<file path="src/gle_pkg.sv">
// package: shared types and constants of the gif lzw stream encoder
`timescale 1ns / 1ps
package gle_pkg;

    localparam int HASH_SIZE_DEF    = 5003;
    localparam int ADDRESS_BITS_DEF = 24;
    localparam int MAX_CODE_BITS    = 12;
    localparam int KEY_W            = 21;
    localparam int DICT_W           = KEY_W + MAX_CODE_BITS;
    localparam int ACC_W            = 19;
    localparam int PORT_ADDR_W      = 24;
    localparam int CFG_DATA_W       = 24;
    localparam int CFG_IDX_W        = 2;

    localparam logic [CFG_IDX_W-1:0] CFG_CODE_SIZE       = 2'd0;
    localparam logic [CFG_IDX_W-1:0] CFG_START_ADDRESS   = 2'd1;
    localparam logic [CFG_IDX_W-1:0] CFG_BUFFER_CAPACITY = 2'd2;

    localparam logic [7:0] SUB_BLOCK_MAX = 8'd254;

    typedef enum logic [4:0] {
        ST_IDLE,
        ST_INIT,
        ST_SEND,
        ST_DRAIN,
        ST_LEN,
        ST_START,
        ST_CLEAR,
        ST_LASTCHK,
        ST_EOI,
        ST_TAIL1,
        ST_TAIL2,
        ST_TERM,
        ST_FINISH,
        ST_HASH,
        ST_PROBE,
        ST_INSERT,
        ST_FULL
    } gle_state_t;

    typedef struct packed {
        logic                   push;
        logic                   flush;
        logic [7:0]             out_byte;
        logic [PORT_ADDR_W-1:0] byte_address;
        logic                   dropped;
        logic                   image_done;
    } emit_req_t;

    function automatic logic [3:0] clamp_size(input logic [3:0] m);
        logic [3:0] r;
        r = m;
        if (m < 4'd2)
        begin
            r = 4'd2;
        end
        else if (m > 4'd8)
        begin
            r = 4'd8;
        end
        return r;
    endfunction

endpackage

</file>
<file path="src/gle_if.sv">


interface gle_byte_if;
    logic        valid;
    logic        ready;
    logic [7:0]  out_byte;
    logic [23:0] byte_address;
    logic        dropped;
    logic        end_of_run;
    logic        image_done;
    modport source (output valid, output out_byte, output byte_address, output dropped,
                    output end_of_run, output image_done, input ready);
    modport sink   (input valid, input out_byte, input byte_address, input dropped,
                    input end_of_run, input image_done, output ready);
endinterface


</file>
<file path="src/gle_emit.sv">
// result stage: one held byte for end-of-run marking, then the output register
`timescale 1ns / 1ps
module gle_emit (
    input  logic      clk,
    input  logic      rst_n,
    input  gle_pkg::emit_req_t req,
    output logic      ok,
    gle_byte_if.source out
);
    import gle_pkg::*;

    logic      pend_v_reg, pend_v_next;
    emit_req_t pend_reg, pend_next;
    logic      out_v_reg, out_v_next;
    emit_req_t out_reg, out_next;
    logic      out_eor_reg, out_eor_next;
    logic      out_free;

    assign out_free = !out_v_reg || out.ready;
    assign ok       = !pend_v_reg || out_free;

    always_comb
    begin
        pend_v_next  = pend_v_reg;
        pend_next    = pend_reg;
        out_v_next   = out_free ? 1'b0 : out_v_reg;
        out_next     = out_reg;
        out_eor_next = out_eor_reg;
        if (req.push || req.flush)
        begin
            if (pend_v_reg)
            begin
                out_v_next   = 1'b1;
                out_next     = pend_reg;
                out_eor_next = req.flush;
            end
            pend_v_next = req.push;
            if (req.push)
            begin
                pend_next = req;
            end
        end
    end

    always_ff @(posedge clk or negedge rst_n)
    begin
        if (!rst_n)
        begin
            pend_v_reg <= 1'b0;
            out_v_reg  <= 1'b0;
        end
        else
        begin
            pend_v_reg <= pend_v_next;
            out_v_reg  <= out_v_next;
        end
    end

    always_ff @(posedge clk)
    begin
        pend_reg    <= pend_next;
        out_reg     <= out_next;
        out_eor_reg <= out_eor_next;
    end

    assign out.valid        = out_v_reg;
    assign out.out_byte     = out_reg.out_byte;
    assign out.byte_address = out_reg.byte_address;
    assign out.dropped      = out_reg.dropped;
    assign out.image_done   = out_reg.image_done;
    assign out.end_of_run   = out_eor_reg;
endmodule

</file>
<file path="src/flat_wrapper.sv">
// flat-port wrapper written by rule: the top's interface ports become plain ports
module gle_emit_flat import gle_pkg::*;
  (clk, rst_n, req, ok, out_valid, out_out_byte, out_byte_address, out_dropped, out_end_of_run, out_image_done, out_ready);
  gle_byte_if out_i ();
  input  logic clk;
  input  logic rst_n;
  input  gle_pkg::emit_req_t req;
  output logic ok;
  output wire logic [$bits(out_i.valid)-1:0] out_valid;
  output wire logic [$bits(out_i.out_byte)-1:0] out_out_byte;
  output wire logic [$bits(out_i.byte_address)-1:0] out_byte_address;
  output wire logic [$bits(out_i.dropped)-1:0] out_dropped;
  output wire logic [$bits(out_i.end_of_run)-1:0] out_end_of_run;
  output wire logic [$bits(out_i.image_done)-1:0] out_image_done;
  input wire logic [$bits(out_i.ready)-1:0] out_ready;
  assign out_valid = out_i.valid;
  assign out_out_byte = out_i.out_byte;
  assign out_byte_address = out_i.byte_address;
  assign out_dropped = out_i.dropped;
  assign out_end_of_run = out_i.end_of_run;
  assign out_image_done = out_i.image_done;
  assign out_i.ready = out_ready;
  gle_emit u_core (.clk(clk), .rst_n(rst_n), .req(req), .ok(ok), .out(out_i));
endmodule
</file>
<file path="config.mk">
export PLATFORM = sky130hd
export DESIGN_NAME = gle_emit_flat
export DESIGN_NICKNAME = d
export VERILOG_FILES = /design/src/gle_pkg.sv /design/src/gle_if.sv /design/src/gle_emit.sv /design/src/flat_wrapper.sv
export SDC_FILE = /design/constraint.sdc
export NUM_CORES = 1
export LEC_CHECK = 0
export BUFFER_PORTS_ARGS = -buffer_cell sky130_fd_sc_hd__buf_2
export CAP_MARGIN = 20
export CORE_MARGIN = 1
export CORE_UTILIZATION = 43
export DETAILED_ROUTE_END_ITERATION = 10
export PLACE_DENSITY_LB_ADDON = 0.2
export SYNTH_ARGS = -nofsm -noshare
export SYNTH_HDL_FRONTEND = slang
export SYNTH_SLANG_ARGS = --single-unit
</file>
<file path="constraint.sdc">
create_clock -name clk -period 1.6 [get_ports clk]
set_input_delay 0.32 -clock clk [delete_from_list [all_inputs] [get_ports clk]]
set_output_delay 0.32 -clock clk [all_outputs]
set_load 0.02 [all_outputs]
</file>
After elaboration in Yosys (flattened, before gate mapping). Cells that the tools add are included.

Add/subtract/negate cells: 0. Multiply operators: 0. Divide/modulo/power cells: 0. $lt $le $gt $ge: 0. Equal/unequal tests: 0. Shift operators: 0. Multiplexer cells: 3. Bitwise operators: 0. Reduce and logical (&&, ||, !) cells: 7.

Operator list (count): $reduce_and A2 Y1 (2); $logic_or A1 B1 Y1 (3); $mux W1 (3); $logic_not A1 Y1 (2).

Register bits: 71. Bits in latches: 0. Bits in writable memories: 0. Bits in read-only memories: 0. Bits of input ports: 39. Output and inout bits: 37. Word-level logic and storage cells: 21. Memories: 0.

Logic depth before layout (Yosys ltp). Gate-level depths: netlist (run 1).

Word-level depth: 5. Gate-level depth with buffers: 2. Mapped depth without buffers: 2.

Worst setup path before layout (run 1). OpenSTA, ideal clock, no wires.

Kind: input -> register. From: input req[35] in the netlist's numbering. To: register u_core.pend_reg[0] in the netlist's numbering (enable). Setup time: 0.403 ns. Data arrival time: 1.271 ns. Required time: 1.197 ns. Path slack: -0.073 ns. Stages: 1. Path buffers: 1. Cells stage by stage: clkbuf_1.

Longest elaborated chain between the ends: 2.

Ends and longest elaborated chain: from (decl) (RTL line flat_wrapper.sv:7) `input gle_pkg::emit_req_t req;`; $logic_or A1 B1 Y1 (RTL line gle_emit.sv:29) `if (req.push || req.flush)`; $reduce_and A2 Y1 (no line) (*); to (signal assigned) (RTL line gle_emit.sv:61) `pend_reg <= pend_next;`; to (decl) (RTL line gle_emit.sv:13) `emit_req_t pend_reg, pend_next;`.

Every way passes the cells marked *; elsewhere a longest branch is shown, timed or not. A chain may end at the register's enable or synchronous reset.

Final worst setup path (run 1).
From: register u_core.pend_v_reg. To: output ok.

Longest elaborated chain between the ends: 2.

Ends and longest elaborated chain: from (decl) (RTL line gle_emit.sv:12) `logic pend_v_reg, pend_v_next;`; from (signal assigned) (RTL line gle_emit.sv:54) `pend_v_reg <= pend_v_next;`; $logic_not A1 Y1 (RTL line gle_emit.sv:20) `assign ok = !pend_v_reg || out_free;`; $logic_or A1 B1 Y1 (RTL line gle_emit.sv:20); to (decl) (RTL line flat_wrapper.sv:8) `output logic ok;`.

No other way between the ends.

==> results of run 1 <==
## cell type report
class / instances / area [um^2] / area share (%)
multi-input combinational: 4 / 28.8 / 1.01
tap: 67 / 83.8 / 2.94
clock inverter: 6 / 51.3 / 1.80
clock buffer: 10 / 128 / 4.47
timing repair buffer: 79 / 433 / 15.2
inverter: 2 / 7.51 / 0.263
sequential: 71 / 2120 / 74.4
## worst paths after layout
check / startpoint / end / cells after the start
max in group asynchronous: rst_n / u_core.pend_v_reg$_DFFE_PN0N_ / 2
hold reg to reg: u_core.pend_reg[5]$_DFFE_PP_ / u_core.out.byte_address[3]$_DFFE_PP_ / 0
setup reg to reg: u_core.pend_v_reg$_DFFE_PN0N_ / u_core.out.byte_address[15]$_DFFE_PP_ / 2
setup / recovery: u_core.pend_v_reg$_DFFE_PN0N_ / ok / 2
min in group asynchronous: rst_n / u_core.out.valid$_DFF_PN0_ / 2
hold / removal: req[20] / u_core.pend_reg[20]$_DFFE_PP_ / 1
## routing by layer
metal / up-vias / track usage (%) / wire length (um)
met3: 2 / 6.22 / 259
met2: 50 / 20.1 / 1670
met5: - / 0 / 0
met1: 490 / 14.5 / 1240
met4: 0 / 7.84 / 17
li1: 491 / - / -
## through the flow
step / instance area (um^2) / util (%)
after global routing: 2850 / 59.6
after global placement: 2670 / 55.7
after detailed placement: 2670 / 55.7
after CTS: 2850 / 59.6
after floorplan: 2160 / -
final: 2850 / 59.6
## logic make-up (layout without fill, tap and decap cells)
| logic type | Yosys count | in the layout | share of synthesized area [%] |
|---|---|---|---|
| buffers and inverters | 3 | 97 | 0.521 |
| and+or+nand+nor | 1 | 1 | 0.231 |
| DFF | 71 | 71 | 98.2 |
| AOI/OAI and AO/OA | 3 | 3 | 1.04 |
## cell usage after synthesis
cell and n:
sky130_fd_sc_hd__inv_1 2, sky130_fd_sc_hd__edfxtp_1 69, sky130_fd_sc_hd__nand3_1 1, sky130_fd_sc_hd__a21o_1 2, sky130_fd_sc_hd__dfrtp_1 2, sky130_fd_sc_hd__clkbuf_1 1
sky130_fd_sc_hd__o21a_1 1
## where the power goes
group          total (mW)  leakage, nW  switching, mW  internal, mW
Combinational       0.298        0.347          0.190         0.108
Clock                1.27       0.0925          0.575         0.699
Sequential           2.26        0.697         0.0383          2.22
==> flow_metrics.py, run 1 <==
metrics = {
    "clock_tree": {
        "cts_max_path_buffers": 2,
        "clkSlewWorstSetupHoldPaths_ps": 70,
        "clk_latency_worst_skew_pair_ps": 320,
        "tritoncts": "built",
        "quantity_of_hold_fixing_buffers_added_after_cts": 1,
        "cts_root_buf": "sky130_fd_sc_hd__clkbuf_8",
        "htree_levels": 3,
        "cts_setup_buffers": 0,
        "clock-sinks": 71,
        "cts.repair.resized": 0,
        "cts_buffers": 9,
    },
    "die": {
        "floorplan.initialDensity_pct": 45.2,
        "design.core.area_um2": 4790,
        "die_w_um": 72.9,
        "die_height_um": 72.9,
        "die_area_um2": 5310,
        "fp-row-count": 25,
        "pin_count": 76,
    },
    "detailed_routing": {
        "avgRoutedWirePerCell_um": 13.3,
        "detailed_route_via_count": 1033,
        "final_antenna_net_count": 0,
        "vias_per_cell": 4.32,
        "route.detailed.drc": 0,
        "drt_pre_antenna_iters": 4,
        "routed_wl_um": 3180,
        "dr.first_iter.drc_count": 74,
    },
    "finish": {
        "largest_register_ffs": 34,
        "nFillCells": 363,
        "stdcell_count": 239,
        "area.growth.synth_to_final_pct": 32.1,
        "most-common-layout-cells": "75 x sky130_fd_sc_hd__buf_2, 69 x sky130_fd_sc_hd__edfxtp_1, 9 x sky130_fd_sc_hd__clkbuf_8",
        "n_antenna_cell": 0,
        "layout_nets": 206,
        "final_common_cell": "sky130_fd_sc_hd__buf_2",
        "drive_above_1_share_pct": 52.9,
    },
    "setup_path": {
        "worst_ep_required_time_ps": 1280,
        "critical_path.startpoint_type": "flop",
        "path_class": "reg -> out",
        "slowest_delay_ps": 400,
        "endpoint_kind": "output port",
        "worstPathMaxFanout": 3,
        "worst_ep_arrival_time_ps": 950,
        "critical-path-slowest-cell": "sky130_fd_sc_hd__dfrtp_1",
        "series_of_cell_instances_along_the_critical_path": "nand3_1 > buf_2",
        "path_delay_family": "flip-flops",
        "timing.critical_path.buf_inv": 1,
        "register_to_register_setup_slack_ps": 530,
    },
    "placement": {
        "dp_worst_setup_slack_ps": 415,
        "portBuffers": 75,
        "gp_congestion": 0.676,
        "placedCellCount": 222,
    },
    "pwr": {
        "irDropWorstVdd_mv": 0.853,
        "power.leakage_nw": 1.14,
        "fin_total_pwr_mw": 3.83,
        "p_per_area_nw_per_um2": 1340,
    },
    "yosys": {
        "yosysTopAreaCellShare_pct": 95.9,
        "post_synthesis_net_count": 117,
        "ys_seq_area_share_pct": 98.2,
        "synth_top_area_cell": "sky130_fd_sc_hd__edfxtp_1",
        "synth_top_cells_by_area": "sky130_fd_sc_hd__edfxtp_1 96%, sky130_fd_sc_hd__dfrtp_1 2.3%, sky130_fd_sc_hd__a21o_1 0.69%",
        "synth_warnings": 0,
        "yosysUniqueCellTypes": 7,
        "synth.ff_latch_count": 71,
        "syn-instance-count": 78,
        "synth_area_um2": 2160,
        "syn-mean-instance-area_um2": 27.7,
    },
    "global_routing": {
        "grt_start_max_net_pins": 36,
        "first_global_vias": 1040,
        "antenna_found_initial": 0,
        "grt-ovfl-total": 0,
        "gr-usage-all-layers_pct": 13.0,
        "wire_length_of_the_first_global_routing_pass_um": 4620,
    },
    "run_status": {
        "status": "finished clean",
    },
    "timing": {
        "unrepaired_setup_endpoints_after_global_routing": "no",
        "timing.final.ws_setup_ps": 332,
        "hold_viol": 0,
        "worst_slew_margin_rel_pct": 70.9,
        "timing_worst_slew_pin_value_ps": 437,
        "fin_crit_ps": 1270,
        "finalSetupViolCount": 0,
        "timing.clock.skew_ps": 5.40,
        "finalCritPeriodShare_pct": 79.3,
        "setup_tns_ps": 0,
        "whs_ps": 172,
        "fmax_ghz": 0.788,
        "timing.final.max_slew_violations": 0,
    },
    "hold_path": {
        "worst_hold_path_type": "in -> reg",
    },
    "run": {
        "cap_violations": 0,
    },
}
No activity file was read; power rests on OpenSTA's default activity.
==> inputs of run 2 (changes only) <==
- ABC_AREA: unset -> 1
- clock period: 1.6 -> 1.03 ns (I/O delays scaled with it)
==> flow_metrics.py, run 2 <==
metrics = {
    "global_routing": {
        "antenna_found_initial": 0,
        "grt_start_max_net_pins": 26,
        "first_global_vias": 1064,
        "wire_length_of_the_first_global_routing_pass_um": 4900,
        "grt-ovfl-total": 0,
        "gr-usage-all-layers_pct": 13.8,
    },
    "setup_path": {
        "timing.reg2reg.worst_path_depth": 4,
        "path_class": "reg -> out",
        "timing.critical_path.buf_inv": 2,
        "path_delay_family": "flip-flops",
        "endpoint_kind": "output port",
        "critical-path-slowest-cell": "sky130_fd_sc_hd__dfrtp_1",
        "cp_common_cell": "sky130_fd_sc_hd__buf_6",
        "slowest_delay_ps": 390,
        "worstPathMaxFanout": 2,
        "worst_ep_arrival_time_ps": 1010,
        "worstSetupPathDepth": 3,
        "worst_ep_required_time_ps": 820,
        "ff_to_ff_start": "u_core.pend_v_reg$_DFFE_PN0N_",
        "cp-startpoint": "u_core.pend_v_reg$_DFFE_PN0N_",
        "series_of_cell_instances_along_the_critical_path": "buf_6 > nand3_4 > buf_6",
        "critical_path.startpoint_type": "flop",
    },
    "yosys": {
        "synth-main-ff-cell": "sky130_fd_sc_hd__edfxtp_1",
        "synth_area_um2": 2160,
        "yosysUniqueCellTypes": 8,
        "asyncSetResetFlopFracSynth_pct": 2.82,
        "post_synthesis_net_count": 119,
        "synth.ff_latch_count": 71,
        "ys_seq_area_share_pct": 98.1,
        "syn-mean-instance-area_um2": 27.0,
        "number_of_enable_flip_flop_cells_after_synthesis": 69,
        "netlist_top_cells_count": "69 x sky130_fd_sc_hd__edfxtp_1, 3 x sky130_fd_sc_hd__inv_1, 2 x sky130_fd_sc_hd__dfrtp_1, 2 x sky130_fd_sc_hd__nand2_1",
        "yosysTopAreaCellShare_pct": 95.8,
        "synth_top_area_cell": "sky130_fd_sc_hd__edfxtp_1",
        "synth_top_cells_by_area": "sky130_fd_sc_hd__edfxtp_1 96%, sky130_fd_sc_hd__dfrtp_1 2.3%, sky130_fd_sc_hd__inv_1 0.52%",
        "count_leader_synth": "sky130_fd_sc_hd__edfxtp_1",
        "syn-instance-count": 80,
        "synth_warnings": 0,
    },
    "timing": {
        "finalSetupViolCount": 72,
        "timing.final.max_slew_violations": 0,
        "unrepaired_setup_endpoints_after_global_routing": "yes",
        "fmax_ghz": 0.821,
        "finalCritPeriodShare_pct": 118,
        "hold_viol": 0,
        "timing.final.ws_setup_ps": -188,
        "timing_worst_slew_pin_value_ps": 309,
        "setup_tns_ps": -6500,
        "fin_crit_ps": 1220,
        "timing.clock.skew_ps": 5.64,
        "worst_slew_margin_rel_pct": 79.4,
        "whs_ps": 51.1,
    },
    "detailed_routing": {
        "dr.first_iter.drc_count": 58,
        "routed_wl_um": 3360,
        "drt_pre_antenna_iters": 4,
        "vias_per_cell": 4.33,
        "detailed_route_via_count": 1062,
        "final_antenna_net_count": 0,
        "avgRoutedWirePerCell_um": 13.7,
        "route.detailed.drc": 0,
    },
    "pwr": {
        "fin_total_pwr_mw": 6.17,
        "p_per_area_nw_per_um2": 2000,
        "irDropWorstVdd_mv": 1.09,
        "power.leakage_nw": 1.21,
    },
    "die": {
        "design.core.area_um2": 4790,
        "die_area_um2": 5320,
        "die_height_um": 72.9,
        "floorplan.initialDensity_pct": 45.2,
        "fp-row-count": 25,
        "pin_count": 76,
        "die_w_um": 72.9,
    },
    "placement": {
        "hpwlAfterDp_um": 2290,
        "placedCellCount": 227,
        "detailed_place.area_um2": 2700,
        "dp_worst_setup_slack_ps": -108,
        "gp_congestion": 0.643,
        "portBuffers": 75,
    },
    "finish": {
        "final_common_cell": "sky130_fd_sc_hd__edfxtp_1",
        "largest_register_ffs": 34,
        "area.growth.synth_to_final_pct": 42.5,
        "stdcell_area_um2": 3080,
        "layout_nets": 212,
        "drive_above_1_share_pct": 56.7,
        "n_antenna_cell": 0,
        "most-common-layout-cells": "69 x sky130_fd_sc_hd__edfxtp_1, 50 x sky130_fd_sc_hd__buf_2, 26 x sky130_fd_sc_hd__buf_6",
        "stdcell_count": 245,
        "postLayoutCoreUtil_pct": 64.4,
    },
    "clock_tree": {
        "clkSlewWorstSetupHoldPaths_ps": 70,
        "clock-sinks": 71,
        "tritoncts": "built",
        "cts_max_path_buffers": 2,
        "cts_buffers": 9,
        "clk_latency_worst_skew_pair_ps": 330,
        "cts_root_buf": "sky130_fd_sc_hd__clkbuf_8",
        "htree_levels": 3,
    },
    "hold_path": {
        "hold_depth": 1,
        "worst_hold_path_type": "in -> reg",
        "holdCritStartpoint": "req[25]",
    },
    "run": {
        "cap_violations": 0,
    },
    "run_status": {
        "status": "finished with violations",
        "failing_checks": "negative setup slack",
    },
}
==> run 2: layout make-up <==
type	count	area [um^2]
fill	352	1700
inverter	3	15.0
timing repair buffer	83	623
clock buffer	9	124
clock inverter	7	63.8
sequential	71	2120
tap	67	83.8
multi-input combinational	5	48.8
==> run 2: cell families (layout without fill, tap and decap cells) <==
group | after synthesis | after routing | synth area share, %
flip-flops | 71 | 71 | 98.1
buffers and inverters | 4 | 102 | 0.694
AND/OR/NAND/NOR | 3 | 3 | 0.579
AO/OA/AOI/OAI | 2 | 2 | 0.579
==> run 2: power breakdown <==
| part | internal (mW) | switching [mW] |
|---|---|---|
| Sequential | 3.45 | 0.0808 |
| Clock | 1.10 | 0.954 |
| Combinational | 0.276 | 0.310 |
==> run 2: metal layers <==
layer  GRT usage (%)  wire [um]  up-vias
met5               0          0        -
met3            5.25        269       13
met2            21.7       1720       60
met1            15.0       1250      489
li1                -          -      500
met4            10.9        120        0
==> run 2: path summary, 6_finish.rpt <==
kind,endpoint,slack (ps)
max,ok,-190
min,u_core.pend_reg[25]$_DFFE_PP_,50
max reg2reg,u_core.out.image_done$_DFFE_PP_,-160
min reg2reg,u_core.out.byte_address[1]$_DFFE_PP_,420
max in group asynchronous,u_core.out.valid$_DFF_PN0_,730
min in group asynchronous,u_core.out.valid$_DFF_PN0_,190
==> run 2: repair_timing <==
item,4_1_cts,5_1_grt
pin swaps,0,0
gates resized for setup,27,28
endpoints found under the hold margin,2,0
setup buffers,1,0
hold buffers,1,0
endpoints found under the setup margin,72,72
==> run 2: worst reg2reg max path, cell delays in order (launching register included) <==
cell	delay [ps]
sky130_fd_sc_hd__dfrtp_1	390
sky130_fd_sc_hd__buf_4	140
sky130_fd_sc_hd__o21ai_4	70
sky130_fd_sc_hd__clkinvlp_4	160
sky130_fd_sc_hd__buf_12	180
